File: src/ipv4fp_pkg.sv
// ----------------------------------------------------------------------------
// ipv4fp_pkg
// Constants, control word types and the sequencer program of the IPv4
// fragment planner.
// ----------------------------------------------------------------------------
package ipv4fp_pkg;

    // Protocol constants
    localparam logic [15:0] HDR_BYTES = 16'd20;
    localparam logic [15:0] MIN_MTU   = 16'd1084;
    localparam logic [15:0] MIN_FRAG  = 16'd1024;
    localparam logic [15:0] MTU_RESET = 16'd1500;
    localparam int          MF_POS    = 13;
    localparam int          OFS_SHIFT = 3;
    localparam logic [5:0]  MAX_FULL  = 6'd63;   // full fragments before the final one

    // Program counter
    typedef logic [2:0] t_step;

    localparam t_step STEP_IDLE = 3'd0;
    localparam t_step STEP_SIZE = 3'd1;
    localparam t_step STEP_TEST = 3'd2;
    localparam t_step STEP_FULL = 3'd3;
    localparam t_step STEP_LAST = 3'd4;
    localparam t_step STEP_PASS = 3'd5;

    // What a step sends to the output register
    typedef enum logic [1:0] {
        EMIT_NONE,
        EMIT_FULL,
        EMIT_LAST,
        EMIT_PASS
    } t_emit;

    // Jump condition
    typedef enum logic [2:0] {
        COND_ALWAYS,
        COND_ACCEPT,
        COND_PASS,
        COND_DONE,
        COND_SENT
    } t_cond;

    // Where to go when the condition is false
    typedef enum logic {
        ELSE_STAY,
        ELSE_NEXT
    } t_else;

    typedef struct packed {
        logic  in_rdy;    // take a request this step
        logic  ld_size;   // compute fragment size
        t_emit emit;
        t_cond cond;
        t_else els;
        t_step tgt;
    } t_ctrl;

    // Microcode ROM
    function automatic t_ctrl ctrl_rom(input t_step step);
        t_ctrl c;
        c = '{in_rdy: 1'b0, ld_size: 1'b0, emit: EMIT_NONE, cond: COND_ALWAYS,
              els: ELSE_STAY, tgt: STEP_IDLE};
        case (step)
            STEP_IDLE: begin
                c.in_rdy = 1'b1;
                c.cond   = COND_ACCEPT;
                c.tgt    = STEP_SIZE;
            end
            STEP_SIZE: begin
                c.ld_size = 1'b1;
                c.tgt     = STEP_TEST;
            end
            STEP_TEST: begin
                c.cond = COND_PASS;
                c.els  = ELSE_NEXT;
                c.tgt  = STEP_PASS;
            end
            STEP_FULL: begin
                c.emit = EMIT_FULL;
                c.cond = COND_DONE;
                c.tgt  = STEP_LAST;
            end
            STEP_LAST: begin
                c.emit = EMIT_LAST;
                c.cond = COND_SENT;
                c.tgt  = STEP_IDLE;
            end
            STEP_PASS: begin
                c.emit = EMIT_PASS;
                c.cond = COND_SENT;
                c.tgt  = STEP_IDLE;
            end
            default: begin
                c.tgt = STEP_IDLE;
            end
        endcase
        return c;
    endfunction

endpackage

File: src/ipv4fp_if.sv
// ----------------------------------------------------------------------------
// ipv4fp interfaces
// Valid/ready channels for configuration, packet descriptors and fragment
// descriptors.
// ----------------------------------------------------------------------------
interface ipv4fp_cfg_if;
    logic        valid;
    logic        ready;
    logic [15:0] data;

    modport source (output valid, output data, input ready);
    modport sink   (input valid, input data, output ready);
endinterface

interface ipv4fp_in_if;
    logic        valid;
    logic        ready;
    logic [15:0] payload_length;
    logic [5:0]  options_length;
    logic [15:0] flags_in;

    modport source (output valid, output payload_length, output options_length,
                    output flags_in, input ready);
    modport sink   (input valid, input payload_length, input options_length,
                    input flags_in, output ready);
endinterface

interface ipv4fp_out_if;
    logic        valid;
    logic        ready;
    logic [15:0] fragment_offset;
    logic [15:0] fragment_length;
    logic [15:0] flags_out;
    logic        carries_options;
    logic        last;

    modport source (output valid, output fragment_offset, output fragment_length,
                    output flags_out, output carries_options, output last,
                    input ready);
    modport sink   (input valid, input fragment_offset, input fragment_length,
                    input flags_out, input carries_options, input last,
                    output ready);
endinterface

File: src/ipv4_fragment_planner.sv
// ----------------------------------------------------------------------------
// ipv4_fragment_planner
// Splits an IPv4 packet descriptor into fragment descriptors under control
// of a small microcode program.
// ----------------------------------------------------------------------------
// Sequence: the idle step takes the request, the size step loads the fragment size,
//   the test step picks pass-through or fragmenting, then the emit steps run;
//   one fragment per cycle from the emit step while the output is taken.
// Output register decouples the sides; the next request is taken while the
//   final fragment still waits downstream.
// Reset (synchronous, active low): sequencer to idle, output empty, MTU 1500.
module ipv4_fragment_planner (
    input  logic          i_clk,
    input  logic          i_rst_n,
    ipv4fp_cfg_if.sink    i_cfg,
    ipv4fp_in_if.sink     i_in,
    ipv4fp_out_if.source  o_out
);

    // Sequencer and datapath registers
    ipv4fp_pkg::t_step r_pc;
    ipv4fp_pkg::t_step n_pc;
    ipv4fp_pkg::t_ctrl w_ctrl;

    logic [15:0] r_mtu;
    logic [15:0] r_plen;
    logic [5:0]  r_olen;
    logic [15:0] r_fin;
    logic [15:0] r_size;
    logic [15:0] r_ofs;
    logic [15:0] r_rest;
    logic [5:0]  r_k;

    logic        r_out_valid;
    logic [15:0] r_o_ofs;
    logic [15:0] r_o_len;
    logic [15:0] r_o_flags;
    logic        r_o_opt;
    logic        r_o_last;

    logic        w_accept;
    logic        w_out_free;
    logic        w_pass;
    logic        w_done;
    logic        w_cond;
    logic        w_fire;
    logic        w_has_opt;
    logic [15:0] w_mtu;
    logic [15:0] w_diff;
    logic [15:0] w_round;
    logic [15:0] n_size;

    // Current control word
    assign w_ctrl = ipv4fp_pkg::ctrl_rom(r_pc);

    assign i_cfg.ready = 1'b1;
    assign i_in.ready  = w_ctrl.in_rdy;
    assign w_accept    = i_in.valid && w_ctrl.in_rdy;
    assign w_out_free  = !r_out_valid || o_out.ready;

    // Fragment size: clamped MTU less header and options, 8-byte aligned
    assign w_mtu   = (r_mtu < ipv4fp_pkg::MIN_MTU) ? ipv4fp_pkg::MIN_MTU : r_mtu;
    assign w_diff  = w_mtu - ipv4fp_pkg::HDR_BYTES - {10'd0, r_olen};
    assign w_round = {w_diff[15:ipv4fp_pkg::OFS_SHIFT], 3'b000};
    assign n_size  = (w_round < ipv4fp_pkg::MIN_FRAG) ? ipv4fp_pkg::MIN_FRAG : w_round;

    // Status flags for the jump conditions
    assign w_has_opt = (r_olen != 6'd0);
    assign w_pass    = r_fin[ipv4fp_pkg::MF_POS] || (r_plen == 16'd0) || (r_plen <= r_size);
    assign w_done    = !((r_rest > r_size) && (r_k < ipv4fp_pkg::MAX_FULL));

    always_comb begin
        case (w_ctrl.cond)
            ipv4fp_pkg::COND_ALWAYS: w_cond = 1'b1;
            ipv4fp_pkg::COND_ACCEPT: w_cond = w_accept;
            ipv4fp_pkg::COND_PASS:   w_cond = w_pass;
            ipv4fp_pkg::COND_DONE:   w_cond = w_done;
            ipv4fp_pkg::COND_SENT:   w_cond = w_out_free;
            default:                 w_cond = 1'b1;
        endcase
    end

    // Emit when the output register has room; a full step emits only while more remain
    assign w_fire = (w_ctrl.emit != ipv4fp_pkg::EMIT_NONE) && w_out_free &&
                    !((w_ctrl.emit == ipv4fp_pkg::EMIT_FULL) && w_done);

    // Next step
    always_comb begin
        if (w_cond) begin
            n_pc = w_ctrl.tgt;
        end else if (w_ctrl.els == ipv4fp_pkg::ELSE_NEXT) begin
            n_pc = r_pc + 3'd1;
        end else begin
            n_pc = r_pc;
        end
    end

    // Control state
    always_ff @(posedge i_clk) begin
        if (!i_rst_n) begin
            r_pc        <= ipv4fp_pkg::STEP_IDLE;
            r_mtu       <= ipv4fp_pkg::MTU_RESET;
            r_out_valid <= 1'b0;
        end else begin
            r_pc <= n_pc;
            if (i_cfg.valid) begin
                r_mtu <= i_cfg.data;
            end
            if (w_fire) begin
                r_out_valid <= 1'b1;
            end else if (o_out.ready) begin
                r_out_valid <= 1'b0;
            end
        end
    end

    // Datapath
    always_ff @(posedge i_clk) begin
        if (w_accept) begin
            r_plen <= i_in.payload_length;
            r_olen <= i_in.options_length;
            r_fin  <= i_in.flags_in;
            r_ofs  <= 16'd0;
            r_rest <= i_in.payload_length;
            r_k    <= 6'd0;
        end
        if (w_ctrl.ld_size) begin
            r_size <= n_size;
        end
        if (w_fire) begin
            case (w_ctrl.emit)
                ipv4fp_pkg::EMIT_FULL: begin
                    r_o_ofs   <= r_ofs;
                    r_o_len   <= r_size;
                    r_o_flags <= {3'b001, r_ofs[15:ipv4fp_pkg::OFS_SHIFT]};
                    r_o_opt   <= (r_k == 6'd0) && w_has_opt;
                    r_o_last  <= 1'b0;
                    r_ofs     <= r_ofs + r_size;
                    r_rest    <= r_rest - r_size;
                    r_k       <= r_k + 6'd1;
                end
                ipv4fp_pkg::EMIT_LAST: begin
                    r_o_ofs   <= r_ofs;
                    r_o_len   <= r_rest;
                    r_o_flags <= {3'b000, r_ofs[15:ipv4fp_pkg::OFS_SHIFT]};
                    r_o_opt   <= 1'b0;
                    r_o_last  <= 1'b1;
                end
                ipv4fp_pkg::EMIT_PASS: begin
                    r_o_ofs   <= 16'd0;
                    r_o_len   <= r_plen;
                    r_o_flags <= r_fin;
                    r_o_opt   <= w_has_opt;
                    r_o_last  <= 1'b1;
                end
                default: begin
                    r_o_last  <= r_o_last;
                end
            endcase
        end
    end

    // Output channel
    assign o_out.valid           = r_out_valid;
    assign o_out.fragment_offset = r_o_ofs;
    assign o_out.fragment_length = r_o_len;
    assign o_out.flags_out       = r_o_flags;
    assign o_out.carries_options = r_o_opt;
    assign o_out.last            = r_o_last;

endmodule
File: src/flat_wrapper.sv
// flat-port wrapper written by rule: the top's interface ports become plain ports
module ipv4_fragment_planner_flat 
  (i_clk, i_rst_n, i_cfg_valid, i_cfg_data, i_cfg_ready, i_in_valid, i_in_payload_length, i_in_options_length, i_in_flags_in, i_in_ready, o_out_valid, o_out_fragment_offset, o_out_fragment_length, o_out_flags_out, o_out_carries_options, o_out_last, o_out_ready);
  ipv4fp_cfg_if i_cfg_i ();
  ipv4fp_in_if i_in_i ();
  ipv4fp_out_if o_out_i ();
  input  logic i_clk;
  input  logic i_rst_n;
  input wire logic [$bits(i_cfg_i.valid)-1:0] i_cfg_valid;
  input wire logic [$bits(i_cfg_i.data)-1:0] i_cfg_data;
  output wire logic [$bits(i_cfg_i.ready)-1:0] i_cfg_ready;
  input wire logic [$bits(i_in_i.valid)-1:0] i_in_valid;
  input wire logic [$bits(i_in_i.payload_length)-1:0] i_in_payload_length;
  input wire logic [$bits(i_in_i.options_length)-1:0] i_in_options_length;
  input wire logic [$bits(i_in_i.flags_in)-1:0] i_in_flags_in;
  output wire logic [$bits(i_in_i.ready)-1:0] i_in_ready;
  output wire logic [$bits(o_out_i.valid)-1:0] o_out_valid;
  output wire logic [$bits(o_out_i.fragment_offset)-1:0] o_out_fragment_offset;
  output wire logic [$bits(o_out_i.fragment_length)-1:0] o_out_fragment_length;
  output wire logic [$bits(o_out_i.flags_out)-1:0] o_out_flags_out;
  output wire logic [$bits(o_out_i.carries_options)-1:0] o_out_carries_options;
  output wire logic [$bits(o_out_i.last)-1:0] o_out_last;
  input wire logic [$bits(o_out_i.ready)-1:0] o_out_ready;
  assign i_cfg_i.valid = i_cfg_valid;
  assign i_cfg_i.data = i_cfg_data;
  assign i_cfg_ready = i_cfg_i.ready;
  assign i_in_i.valid = i_in_valid;
  assign i_in_i.payload_length = i_in_payload_length;
  assign i_in_i.options_length = i_in_options_length;
  assign i_in_i.flags_in = i_in_flags_in;
  assign i_in_ready = i_in_i.ready;
  assign o_out_valid = o_out_i.valid;
  assign o_out_fragment_offset = o_out_i.fragment_offset;
  assign o_out_fragment_length = o_out_i.fragment_length;
  assign o_out_flags_out = o_out_i.flags_out;
  assign o_out_carries_options = o_out_i.carries_options;
  assign o_out_last = o_out_i.last;
  assign o_out_i.ready = o_out_ready;
  ipv4_fragment_planner u_core (.i_clk(i_clk), .i_rst_n(i_rst_n), .i_cfg(i_cfg_i), .i_in(i_in_i), .o_out(o_out_i));
endmodule
File: config.mk
export PLATFORM = sky130hd
export DESIGN_NAME = ipv4_fragment_planner_flat
export DESIGN_NICKNAME = d
export VERILOG_FILES = /design/src/ipv4fp_pkg.sv /design/src/ipv4fp_if.sv /design/src/ipv4_fragment_planner.sv /design/src/flat_wrapper.sv
export SDC_FILE = /design/constraint.sdc
export NUM_CORES = 1
export LEC_CHECK = 0
export BUFFER_PORTS_ARGS = -buffer_cell sky130_fd_sc_hd__buf_2
export CORE_MARGIN = 2
export CORE_UTILIZATION = 55
export DETAILED_ROUTE_END_ITERATION = 8
export MAX_ROUTING_LAYER = met4
export PLACE_DENSITY_LB_ADDON = 0.3
export SLEW_MARGIN = 40
export SYNTH_ARGS = -nofsm -noshare
export SYNTH_HDL_FRONTEND = slang
export SYNTH_SLANG_ARGS = --single-unit
File: constraint.sdc
create_clock -name i_clk -period 10.35 [get_ports i_clk]
set_clock_uncertainty 0.15 [all_clocks]
set_input_delay 1.035 -clock i_clk [delete_from_list [all_inputs] [get_ports i_clk]]
set_output_delay 1.035 -clock i_clk [all_outputs]
set_load 0.02 [all_outputs]
Yosys cells after proc, flatten, opt, wreduce, memory -nomap -nowiden
Cells that the tools add are included.

operators by class
  order comparisons = 5
  shift operators = 0
  bitwise gates (word level) = 0
  add/sub/neg operators = 6
  multiply operators = 0
  reduce and logical (&&, ||, !) cells = 28
  mux-type cells = 26
  eq/ne operators = 12
  div/mod/pow operators = 0

operator list
  kind                   count
  $mux 16                7
  $pmux 16 s3            2
  $lt 16x11->1 const B   2
  $pmux 16 s2            1
  $pmux 3 s4             2
  $mux 6                 3
  $add 16x16->16         1
  $gt 16x16->1           1
  $le 16x16->1           1
  $logic_not 16->1       1
  $sub 16x16->16         1
  $sub 16x5->16 const B  1
  $sub 16x6->16          1
  $eq 3x2->1 const B     4
  $reduce_bool 2->1      5
  $eq 3x3->1 const B     3
  $add 6x1->6 const B    1
  $eq 3x1->1 const B     2
  $logic_and 1x1->1      6
  $logic_not 6->1        1
  $lt 6x6->1 const B     1
  $mux 3                 2
  $pmux 2 s3             1
  $reduce_and 2->1       3
  other kinds (13)       24

storage, ports and cells
  output and inout bits = 53
  bits in latches = 0
  input bits = 59
  register bits = 162
  memories = 0
  ROM bits = 0
  RAM bits = 0

Depth between registers and ports, before layout
Gate-level depths: netlist (run 1).

  word-level depth = 7
  gate-level depth with buffers = 14
  depth with buffers taken out = 14

Least setup slack after synthesis (run 1)
Ideal clock, no wire load.

  path kind = reg2reg
  start point = reg u_core.r_size[4]
  end point = reg u_core.r_o_opt, in the netlist u_core.o_out.carries_options (enable)
  library setup time = 0.474 ns
  buffers on the path = 0
  data arrival time = 3.982 ns
  cell stages (with the launch flop) = 8
  required time = 9.726 ns
  slack = 5.744 ns
  path through = edfxtp_1 -> inv_1 -> ha_1 -> nor2b_1 -> o31ai_1 -> a211oi_1 -> o211ai_1 -> a21oi_1

between the ends
  word-level cells in the longest chain between the ends = 7

ends and longest elaborated chain
  what                               RTL line                      source
  from (decl)                        ipv4_fragment_planner.sv:29   logic [15:0] r_size;
  from (signal assigned)             ipv4_fragment_planner.sv:128  r_size <= n_size;
  $gt 16x16->1                       ipv4_fragment_planner.sv:70   assign w_done = !((r_rest > r_size) && (r_k < ipv4fp_pkg::MAX_FULL));
  $logic_and 1x1->1                  ipv4_fragment_planner.sv:70
  $logic_not 1->1                    ipv4_fragment_planner.sv:70
  $logic_and 1x1->1                  ipv4_fragment_planner.sv:85   !((w_ctrl.emit == ipv4fp_pkg::EMIT_FULL) && w_done);
  $logic_not 1->1                    ipv4_fragment_planner.sv:85
  $logic_and 1x1->1                  ipv4_fragment_planner.sv:84   assign w_fire = (w_ctrl.emit != ipv4fp_pkg::EMIT_NONE) && w_out_free &&
  $reduce_and 2->1 (no source line)  -
  to (signal assigned)               ipv4_fragment_planner.sv:136  r_o_opt <= (r_k == 6'd0) && w_has_opt;
  to (signal assigned)               ipv4_fragment_planner.sv:153  r_o_opt <= w_has_opt;
  to (decl)                          ipv4_fragment_planner.sv:38   logic r_o_opt;

No other way between the ends.
A chain may end at the register's enable or synchronous reset.

Worst setup path in the final report (run 1)
  start point = reg u_core.r_mtu[11]
  end point = reg u_core.r_size[14] (data pin)

between the ends
  word-level cells in the longest chain between the ends = 5

ends and longest elaborated chain
  what                    RTL line                      source
  from (decl)             ipv4_fragment_planner.sv:25   logic [15:0] r_mtu;
  from (signal assigned)  ipv4_fragment_planner.sv:102  r_mtu <= ipv4fp_pkg::MTU_RESET;
  from (signal assigned)  ipv4_fragment_planner.sv:107  r_mtu <= i_cfg.data;
  $lt 16x11->1            ipv4_fragment_planner.sv:62   assign w_mtu = (r_mtu < ipv4fp_pkg::MIN_MTU) ? ipv4fp_pkg::MIN_MTU : r_mtu;
  $mux 16 (*)             ipv4_fragment_planner.sv:62
  $sub 16x5->16 (*)       ipv4_fragment_planner.sv:63   assign w_diff = w_mtu - ipv4fp_pkg::HDR_BYTES - {10'd0, r_olen};
  $sub 16x6->16 (*)       ipv4_fragment_planner.sv:63
  $lt 16x11->1            ipv4_fragment_planner.sv:65   assign n_size = (w_round < ipv4fp_pkg::MIN_FRAG) ? ipv4fp_pkg::MIN_FRAG : w_round;

Every way passes the cells marked *; elsewhere a longest branch is shown, timed or not.

==> results of run 1 <==
metrics by stage:
step | cell area (um^2) | hold slack [ns] | setup slack, ns | util
finish | 9510 | 0.351 | 6.45 | 0.654
global route | 9510 | 0.360 | 6.23 | 0.654
detailed placement | 8880 | 0.327 | 6.51 | 0.611
floorplan | 8170 | 0.302 | 5.74 | -
CTS | 9510 | 0.342 | 6.46 | 0.654
global placement | 8870 | 0.320 | 6.66 | 0.610
state kept, by name, indices dropped and copies added (netlist names):
name,cells
u_core.r_size,13
u_core.r_plen,16
u_core.o_out.flags_out,16
u_core.r_mtu,16
u_core.o_out.valid,1
u_core.o_out.fragment_offset,16
u_core.r_olen,6
u_core.r_pc,3
u_core.r_k,6
u_core.o_out.last,1
u_core.r_rest,16
u_core.r_ofs,16
u_core.o_out.carries_options,1
u_core.o_out.fragment_length,16
u_core.r_fin,16
routing by layer:
metal,vias to the layer above,part of all wire,global-route usage
met1,2967,0.44,0.332
li1,2926,-,-
met5,-,0,-
met2,215,0.49,0.419
met3,26,0.053,0.0544
met4,0,0.014,0.0646
logic make-up (layout without fill, tap and decap cells):
group | Yosys count | after routing | share of synthesized area
simple gates | 239 | 239 | 0.146
flops | 159 | 159 | 0.521
compound gates | 152 | 152 | 0.121
buf+inv | 70 | 191 | 0.0366
fa+ha+maj | 57 | 57 | 0.0891
mux | 49 | 49 | 0.0622
xor+xnor | 22 | 22 | 0.0236
other cells | 1 | 1 | 0.000459
area by class of cell:
| cell class | instances | share of cell area |
|---|---|---|
| timing repair buffer | 116 | 0.0627 |
| clock buffer | 18 | 0.0462 |
| inverter | 43 | 0.0170 |
| clock inverter | 14 | 0.0200 |
| tap | 184 | 0.0242 |
| sequential | 159 | 0.448 |
| multi-input combinational | 520 | 0.382 |
critical path: cells and delay by family, from the launching register on:
kind	cells	cell delay (ns)
xor gates and xnor gates	1	0.10
and+or+nand+nor	4	1.02
AOI/OAI and AO/OA	5	1.36
DFF	1	0.36
adders and majority gates	2	0.65
worst min-delay path by stage:
stage                     cells past startpoint                        end  slack (ns)
after detailed placement                      2    u_core.r_ofs[7]$_DFF_P_        0.33
after CTS                                     2    u_core.r_ofs[7]$_DFF_P_        0.34
after global placement                        2    u_core.r_ofs[4]$_DFF_P_        0.32
final                                         2  u_core.r_rest[12]$_DFF_P_        0.35
after floorplan                               2    u_core.r_ofs[7]$_DFF_P_        0.30
after global routing                          2    u_core.r_ofs[7]$_DFF_P_        0.36
power groups by stage:
stage,Clock [mW],Combinational (mW),Sequential [mW]
CTS,0.677,0.969,1.00
global route,0.707,1.07,1.02
global placement,0,0.927,1.00
finish,0.674,0.974,1.00
floorplan,0,0.654,1.03
detailed placement,0,0.957,1.01
cell usage in the layout, fill, tap and decap left out, types with 17 or more instances in the layout:
cell type	Yosys	routed
a21oi_1	34	33
and2_1	20	20
mux2i_1	35	35
ha_1	55	55
buf_2	2	110
nor2b_1	19	18
inv_1	43	42
o21ai_0	39	39
nand3_1	25	25
clkbuf_16	0	17
dfxtp_1	52	52
edfxtp_1	107	107
nor2_1	39	39
nand2_1	78	77
==> qor.csv, run 1 <==
stage;metric;value;unit
floorplan;initial core utilization;0.562;
synthesis;Mapped Cells;749;
timing;Final setup viols;0;
min_path;Hold Startpoint;u_core.r_rest[12]$_DFF_P_;
routing;vias per std cell;5.82;
power_and_ir_drop;overall power;2.65;mW
critical_path;Critical Path Sink;u_core.r_size[14]$_SDFFCE_PN0N_;
layout;final cell count without fillers;1054;
synthesis;number of synthesized flops with an enable pin;107;
power_and_ir_drop;Power Density;279;nW/um^2
floorplan;core area;14500;um^2
floorplan;die height;126;um
power_and_ir_drop;Pleak;4.10;nW
routing;DRT Pass-1 Iters;5;
layout;diodes inserted;0;
critical_path;cell-by-cell trace of the critical path;nand2b_1 > a31oi_1 > nor2_1 > or2_2 > ha_1 > ha_1 > a21o_1 > a21oi_1 > o21ai_2 > a2111o_1 > nor4_1 > xor2_1;
timing;Slew @ Worst Pin;0.813;ns
critical_path;Critical Path Start Type;flop;
floorplan;die width;126;um
clock_network;Clk pin slew, worst setup/hold paths;0.07;ns
critical_path;crit path capture type;flop;
critical_path;reg2reg setup slack;6.45;ns
power_and_ir_drop;switching power;0.981;mW
synthesis;ys async rst share;0;
routing;Antenna Violating Nets Remaining;0;
layout;Fillers;1166;
routing;WL/cell;18.3;um
power_and_ir_drop;clock share of power;0.255;
clock_network;H-tree Lvls;4;
timing;Total Neg Setup Slack;0;ns
layout;register area;4250;um^2
power_and_ir_drop;internal power;1.67;mW
synthesis;Yosys reg bits;159;
clock_network;Post-CTS Setup Inserts;0;
synthesis;Primary FF master, synth;edfxtp_1;
timing;period utilization;0.377;
clock_network;clk root buf;clkbuf_16;
routing;via count;6134;
power_and_ir_drop;switching portion of total power;0.370;
clock_network;clk sink count;159;
clock_network;cts bufs inserted;17;
critical_path;FF-to-FF path depth;12;
floorplan;Die ar.;15800;um^2
grt;GRT Residual Overflow;0;
routing;Total Routed Length;19.3;mm
clock_network;CTS tree;built;
critical_path;worst-path fanout max;7;
clock_network;Clk Latency, worst-skew pair;0.43;ns
grt;pin count of the biggest net entering global routing;76;
power_and_ir_drop;Comb pwr share;0.368;
synthesis;top cell type's share of synthesized area;0.393;
synthesis;commonest cells in the netlist;edfxtp_1, nand2_1, ha_1;
critical_path;worst r2r src;u_core.r_mtu[11]$_SDFFE_PN0P_;
critical_path;CP startpoint;u_core.r_mtu[11]$_SDFFE_PN0P_;
timing;endpoints failing hold;0;
timing;Fmax achieved;256;MHz
synthesis;post-synthesis sequential area ratio;0.521;
routing;# DRC;0;
critical_path;reg2reg end;u_core.r_size[14]$_SDFFCE_PN0N_;
layout;Nets;973;
timing;Final min period;3.90;ns
grt;vias in the first global route;6160;
clock_network;Resized cells post-CTS;0;
synthesis;Mapped Area;8170;um^2
synthesis;Synth Net Count;865;
critical_path;required time of the critical path;10.37;ns
placement;Cells after DPL;1022;
timing;RSZ-0062 raised after global routing;no;
placement;routability cong.;0.953;
floorplan;Boundary Pins;112;
critical_path;slowest stage delay, CP;0.51;ns
layout;P&R area growth vs syn;16.3;%
min_path;Hold Path Class;reg -> reg;
grt;antenna violations before repair;0;
critical_path;worst setup path category;reg -> reg;
synthesis;number of library cell types mapped by synthesis;64;
power_and_ir_drop;maximum VDD drop;235;uV
synthesis;syn_area_per_cell;10.9;um^2
layout;area of the multi-input gates;3630;um^2
floorplan;row cnt;44;
grt;Tot GR Track Use;0.257;
synthesis;Synth area leader;edfxtp_1;
synthesis;Synth warnings;0;
layout;layout cells sized above 1;0.206;
grt;first-pass GRT wire length;31.2;mm
synthesis;top post-synthesis cells by area;edfxtp_1, dfxtp_1, ha_1, mux2i_1, nand2_1;
clock_network;hold buffer count at CTS;0;
synthesis;most common cell in the netlist;edfxtp_1;
flow_run;Max-Cap Viols;0;
timing;max-slew violation total from the final report;0;
power_and_ir_drop;Seq pwr share;0.378;
critical_path;Top cell by count, worst path;ha_1;
timing;Max-slew headroom;0.457;
critical_path;Slowest-stage cell, CP;a2111o_1;
placement;number of buffers added on ports;110;
routing;1st-iter DRT viols;492;
status;status;completed;
critical_path;WP data arrival;3.92;ns
clock_network;buffer levels on the longest clock path;2;
placement;dpl hpwl;13.4;mm
Note: power is estimated with default switching activity, not from simulation.
==> run 2: changes to the inputs <==
Settings changed: CORE_UTILIZATION 55 to 52.
Clock period 10.35 ns to 3.5 ns, I/O delays scaled along.
==> run 2 against run 1 <==
Worst setup slack got worse by 6.3 ns. Largest power group is now combinational cells. Clock power rose to 2.9 times the previous value. Critical endpoint is now u_core.r_size[15]$_SDFFCE_PN0N_. Die area rose by 5.6%.
==> qor.csv, run 2 (synthesis gave the netlist of run 1 again) <==
stage;metric;value;unit;change
critical_path;worst-path fanout max;6;;-1
min_path;Hold Startpoint;i_cfg_data[15];;
grt;pin count of the biggest net entering global routing;74;;-2.6%
grt;first-pass GRT wire length;30.2;mm;-3.1%
floorplan;Die ar.;16700;um^2;+5.6%
floorplan;die height;129;um;+2.8%
layout;Nets;1042;;+7.1%
critical_path;worst setup path category;reg -> reg;;
clock_network;clk sink count;159;;unchanged
floorplan;initial core utilization;0.535;;-0.0267
grt;Tot GR Track Use;0.244;;-0.0137
clock_network;Clk pin slew, worst setup/hold paths;0.06;ns;about the same
grt;antenna violations before repair;0;;unchanged
floorplan;row cnt;45;;+2.3%
min_path;Hold Path Sink;u_core.r_mtu[15]$_SDFFE_PN0P_;;
power_and_ir_drop;Pleak;4.40;nW;+7.4%
clock_network;cts bufs inserted;17;;unchanged
critical_path;FF-to-FF path depth;13;;+1
critical_path;WP data arrival;3.35;ns;-0.57 ns
floorplan;die width;129;um;+2.8%
timing;endpoints failing hold;0;;unchanged
layout;diodes inserted;0;;unchanged
placement;dpl hpwl;13.1;mm;-2.6%
power_and_ir_drop;overall power;7.90;mW;+200%
timing;period utilization;0.947;;+0.570
power_and_ir_drop;Power Density;774;nW/um^2;+180%
status;status;completed;;
critical_path;slowest stage delay, CP;0.48;ns;-0.03 ns
timing;Fmax achieved;302;MHz;+18%
floorplan;core area;15300;um^2;+5.0%
timing;Final setup viols;0;;unchanged
critical_path;reg2reg end;u_core.r_size[15]$_SDFFCE_PN0N_;;
routing;Total Routed Length;18.6;mm;-3.7%
timing;max-slew violation total from the final report;0;;unchanged
critical_path;required time of the critical path;3.53;ns;-6.84 ns
timing;Max-slew headroom;0.560;;+0.103
timing;Final min period;3.32;ns;-0.588 ns
timing;Slew @ Worst Pin;0.655;ns;-0.157 ns
critical_path;Critical Path Start Type;flop;;
routing;1st-iter DRT viols;406;;-17%
layout;commonest non-fill, non-tap cells in the layout;buf_2, edfxtp_1, nand2_1;;
min_path;Hold Path Class;in -> reg;;
routing;# DRC;0;;unchanged
critical_path;crit path capture type;flop;;
critical_path;worst r2r src;u_core.r_mtu[13]$_SDFFE_PN0P_;;
grt;vias in the first global route;5912;;-4.0%
clock_network;buffer levels on the longest clock path;2;;unchanged
clock_network;clk root buf;clkbuf_16;;
routing;DRT Pass-1 Iters;5;;unchanged
critical_path;cell-by-cell trace of the critical path;nor3_4 > nand2_1 > nor2_1 > buf_4 > nor2_1 > ha_1 > inv_1 > ha_1 > nand4b_1 > o211ai_2 > o21ai_2 > a2111o_1 > o41a_1;;
critical_path;critical path buffer and inverter count;2;;+2
layout;layout cells sized above 1;0.214;;+0.00831
grt;GRT Residual Overflow;0;;unchanged
clock_network;H-tree Lvls;4;;unchanged
layout;P&R area growth vs syn;25.0;%;
layout;most common cell after layout, fill and taps aside;buf_2;;
power_and_ir_drop;maximum VDD drop;440;uV;+88%
critical_path;Slowest-stage cell, CP;a2111o_1;;
routing;vias per std cell;5.34;;-8.2%
routing;WL/cell;16.2;um;-12%
floorplan;Boundary Pins;112;;unchanged
critical_path;delay-heaviest family, CP;compound AO/OA/AOI/OAI gates;;
routing;via count;6145;;+0.18%
routing;Antenna Violating Nets Remaining;0;;unchanged
min_path;Hold Path Cell Cnt;3;;+1
critical_path;reg2reg setup slack;0.18;ns;-6.26 ns
layout;final core utilization;0.669;;+0.0151
placement;number of buffers added on ports;110;;unchanged
placement;routability cong.;0.894;;-6.2%
clock_network;CTS tree;built;;
clock_network;Post-CTS Setup Inserts;0;;unchanged
flow_run;Max-Cap Viols;0;;unchanged
clock_network;Clk Latency, worst-skew pair;0.43;ns;about the same
## run 2: cell count changes in the layout (fill, tap and decap cells not counted), moves of 3 or more
| cell | previous run | this run |
|---|---|---|
| buf_4 | 6 | 27 |
| buf_12 | 0 | 3 |
| dlygate4sd3_1 | 0 | 45 |
| clkinv_4 | 4 | 0 |
| clkbuf_1 | 0 | 3 |
## run 2: power by group
group / internal, mW / switching, mW / total [mW]
logic: 1.26 / 1.79 / 3.05
registers: 2.62 / 0.305 / 2.92
clock network: 1.21 / 0.723 / 1.93
total: 5.08 / 2.82 / 7.90
## run 2: timing repair
action / in CTS / in global routing
resized for setup: 0 / 4
hold buffers: 45 / 0
endpoints found under the hold margin: 45 / 0
setup endpoints to repair: 0 / 6
## run 2: per-layer routing
metal  global-route usage  wire length [um]
met1                0.322              8650
met2                0.377              8670
met3               0.0487               929
met4               0.0850               363
met5                    -                 0
## run 2: metrics by stage
| stage | std cells | instance area [um^2] | hold slack (ns) | worst slack (ns) | TNS [ns] |
|---|---|---|---|---|---|
| 2_1_floorplan | 749 | 8180 | 0.299 | 0.0174 | 0 |
| 3_3_place_gp | 1073 | 9120 | 0.319 | 0.133 | 0 |
| 3_5_place_dp | 1073 | 9120 | 0.328 | 0.0935 | 0 |
| 4_1_cts | 1150 | 10200 | 0.0172 | 0.0795 | 0 |
| 5_1_grt | 1150 | 10200 | 0.0474 | -0.00171 | -0.00171 |
| 6_report | 1150 | 10200 | 0.0232 | 0.185 | 0 |
## run 2: worst max path at each step
stage | from | endpoint | slack (ns) | cells after the start
5_1_grt | u_core.r_mtu[13]$_SDFFE_PN0P_ | u_core.r_size[14]$_SDFFCE_PN0N_ | -0.002 | 14
4_1_cts | u_core.r_mtu[11]$_SDFFE_PN0P_ | u_core.r_size[14]$_SDFFCE_PN0N_ | 0.08 | 12
3_5_place_dp | u_core.r_mtu[11]$_SDFFE_PN0P_ | u_core.r_size[14]$_SDFFCE_PN0N_ | 0.09 | 12
2_1_floorplan | u_core.r_mtu[11]$_SDFFE_PN0P_ | u_core.r_size[14]$_SDFFCE_PN0N_ | 0.02 | 12
6_report | u_core.r_mtu[13]$_SDFFE_PN0P_ | u_core.r_size[15]$_SDFFCE_PN0N_ | 0.18 | 13
3_3_place_gp | u_core.r_mtu[11]$_SDFFE_PN0P_ | u_core.r_size[14]$_SDFFCE_PN0N_ | 0.13 | 12
## run 2: area by class of cell
type	instances	area [um^2]
fillers	1195	5050
flip-flops and latches	159	4250
multi-input cells	520	3650
repair buffers	185	1260
clock buffers	21	450
well taps	211	264
clock inverters	11	163
inverters	43	161
## run 2: worst reg2reg max path: cells and delay by family, from the launching register on
family | cells | cell delay, ns
simple gates | 5 | 0.77
buf+inv | 2 | 0.20
flops | 1 | 0.38
compound gates | 4 | 1.10
fa+ha+maj | 2 | 0.48
==> run 3: changes to the inputs <==
--- a/config.mk
+++ b/config.mk
@@ -7,4 +7,5 @@
 export LEC_CHECK = 0
 export BUFFER_PORTS_ARGS = -buffer_cell sky130_fd_sc_hd__buf_2
+export CAP_MARGIN = 20
 export CORE_MARGIN = 2
 export CORE_UTILIZATION = 52
==> constraint.sdc (replaced) <==
create_clock -name i_clk -period 3.5 [get_ports i_clk]
set_clock_uncertainty 0.15 [all_clocks]
set_input_delay 0.7 -clock i_clk [delete_from_list [all_inputs] [get_ports i_clk]]
set_output_delay 0.7 -clock i_clk [all_outputs]
set_load 0.02 [all_outputs]
==> run 3 against run 2 <==
Worst setup slack improved by 0.0028 ns. Non-clock buffer count fell by 45. Global-route usage is 0.70 points lower. Combinational power shrank 2%. First-iteration DRC count shrank 6.7%. Core utilization is 3.0 points lower. Power fell by 0.64%. Sequential power is essentially flat. Cell area shrank 4.4%. Die area unchanged. Fmax hardly changed. Critical path depth stayed put. Critical path type unchanged. Highest routed layer unchanged.
==> qor.csv, run 3 (synthesis gave the netlist of run 1 again) <==
stage;metric;value;unit;change
timing;Hold Slack;0.292;ns;+0.269 ns
critical_path;critical path buffer and inverter count;2;;unchanged
layout;register area;4250;um^2;unchanged
clock_network;buffer levels on the longest clock path;2;;unchanged
routing;# DRC;0;;unchanged
critical_path;cell-by-cell trace of the critical path;nor3_4 > nand2_1 > nor2_1 > buf_4 > nor2_1 > ha_1 > inv_1 > ha_1 > nand4b_1 > o211ai_2 > o21ai_2 > a2111o_1 > o41a_1;;
power_and_ir_drop;overall power;7.85;mW;-0.64%
clock_network;Clk pin slew, worst setup/hold paths;0.06;ns;about the same
critical_path;worst r2r src;u_core.r_mtu[13]$_SDFFE_PN0P_;;
power_and_ir_drop;Pleak;4.21;nW;-4.3%
floorplan;initial core utilization;0.535;;unchanged
min_path;Hold Startpoint;i_in_options_length[2];;
layout;P&R area growth vs syn;19.4;%;
grt;Tot GR Track Use;0.237;;-0.00703
grt;first-pass GRT wire length;29.3;mm;-3.1%
min_path;Hold Path Cell Cnt;1;;-2
routing;DRT Pass-1 Iters;5;;unchanged
min_path;Hold Path Class;in -> reg;;
critical_path;reg2reg end;u_core.r_size[15]$_SDFFCE_PN0N_;;
routing;WL/cell;16.3;um;+0.55%
layout;area of the multi-input gates;3650;um^2;unchanged
critical_path;worst setup path category;reg -> reg;;
layout;Fillers;1235;;+3.3%
clock_network;hold buffer count at CTS;0;;-100%
grt;vias in the first global route;5707;;-3.5%
grt;pin count of the biggest net entering global routing;74;;unchanged
critical_path;delay-heaviest family, CP;compound AO/OA/AOI/OAI gates;;
timing;period utilization;0.946;;about the same
floorplan;Die ar.;16700;um^2;unchanged
timing;Final min period;3.31;ns;-0.00281 ns
layout;final cell count without fillers;1105;;-3.9%
critical_path;Slowest-stage cell, CP;a2111o_1;;
routing;Antenna Violating Nets Remaining;0;;unchanged
timing;endpoints failing hold;0;;unchanged
grt;GRT Residual Overflow;0;;unchanged
floorplan;row cnt;45;;unchanged
critical_path;slowest stage delay, CP;0.48;ns;about the same
layout;most common cell after layout, fill and taps aside;buf_2;;
placement;routability cong.;0.894;;unchanged
layout;Nets;997;;-4.3%
critical_path;crit path capture type;flop;;
clock_network;Resized cells post-CTS;0;;unchanged
placement;dpl hpwl;13.1;mm;unchanged
placement;number of buffers added on ports;110;;unchanged
critical_path;required time of the critical path;3.53;ns;about the same
floorplan;Boundary Pins;112;;unchanged
min_path;Hold Path Sink;u_core.r_olen[2]$_DFFE_PP_;;
clock_network;clk root buf;clkbuf_16;;
routing;vias per std cell;5.39;;+0.87%
placement;Cells after DPL;1073;;unchanged
floorplan;die width;129;um;unchanged
critical_path;worst-path fanout max;6;;unchanged
placement;area post-placement;9120;um^2;unchanged
critical_path;reg2reg setup slack;0.19;ns;about the same
clock_network;CTS tree;built;;
layout;Final Cell Area;9760;um^2;-4.4%
timing;Total Neg Setup Slack;0;ns;unchanged
routing;via count;5956;;-3.1%
critical_path;FF-to-FF path depth;13;;unchanged
timing;Max-slew headroom;0.573;;+0.0123
floorplan;die height;129;um;unchanged
layout;commonest non-fill, non-tap cells in the layout;buf_2, edfxtp_1, nand2_1;;
grt;antenna violations before repair;0;;unchanged
flow_run;Max-Cap Viols;0;;unchanged
timing;max-slew violation total from the final report;0;;unchanged
clock_network;Clk Latency, worst-skew pair;0.43;ns;about the same
layout;layout cells sized above 1;0.225;;+0.0108
clock_network;Post-CTS Setup Inserts;0;;unchanged
power_and_ir_drop;Power Density;804;nW/um^2;+3.9%
clock_network;H-tree Lvls;4;;unchanged
floorplan;core area;15300;um^2;unchanged
timing;Slew @ Worst Pin;0.637;ns;-0.0184 ns
clock_network;cts bufs inserted;17;;unchanged
clock_network;clk sink count;159;;unchanged
routing;1st-iter DRT viols;379;;-6.7%
critical_path;Critical Path Start Type;flop;;
routing;Total Routed Length;18.0;mm;-3.4%
status;status;completed;;
timing;Final setup viols;0;;unchanged
power_and_ir_drop;maximum VDD drop;438;uV;-0.55%
timing;Fmax achieved;302;MHz;about the same
layout;diodes inserted;0;;unchanged
critical_path;WP data arrival;3.34;ns;about the same
==> run 3: cell types whose count changed in the layout (fill, tap and decap cells not counted), sizes merged <==
cell	previous run	this run
dlygate4sd3	45	0
==> run 3: where the power goes <==
part	switching (mW)	internal (mW)
logic	1.78	1.22
clock network	0.724	1.21
registers	0.300	2.62
total	2.80	5.05
==> run 3: layer usage <==
layer  track usage  part of all wire
met1         0.318              0.47
met2         0.356              0.46
met3        0.0504             0.058
met4        0.0850             0.020
met5             -                 0
==> run 3: how the worst max path moves through the flow <==
stage,startpoint,end,slack (ns),depth (start not counted)
2_1_floorplan,u_core.r_mtu[11]$_SDFFE_PN0P_,u_core.r_size[14]$_SDFFCE_PN0N_,0.02,12
3_5_place_dp,u_core.r_mtu[11]$_SDFFE_PN0P_,u_core.r_size[14]$_SDFFCE_PN0N_,0.09,12
5_1_grt,u_core.r_mtu[13]$_SDFFE_PN0P_,u_core.r_size[14]$_SDFFCE_PN0N_,-0.002,14
6_report,u_core.r_mtu[13]$_SDFFE_PN0P_,u_core.r_size[15]$_SDFFCE_PN0N_,0.19,13
4_1_cts,u_core.r_mtu[11]$_SDFFE_PN0P_,u_core.r_size[14]$_SDFFCE_PN0N_,0.08,12
3_3_place_gp,u_core.r_mtu[11]$_SDFFE_PN0P_,u_core.r_size[14]$_SDFFCE_PN0N_,0.13,12
==> run 3: layout make-up <==
cell class	instances	share of cell area
sequential	159	0.436
multi-input combinational	520	0.374
timing repair buffer	140	0.0833
clock buffer	21	0.0462
tap	211	0.0271
clock inverter	11	0.0167
inverter	43	0.0165
==> run 3: stage by stage <==
step	utilization	worst slack (ns)
2_1_floorplan	-	0.0174
3_3_place_gp	0.598	0.133
3_5_place_dp	0.598	0.0935
4_1_cts	0.638	0.0795
5_1_grt	0.640	-0.00171
6_report	0.640	0.188
==> run 3: worst reg2reg max path, delay by kind of cell, from the launching register on <==
kind	cells	cell delay, ns
AND/OR/NAND/NOR	5	0.76
flip-flops	1	0.38
buffers and inverters	2	0.20
AO/OA/AOI/OAI	4	1.10
adder cells (fa/ha/maj)	2	0.48
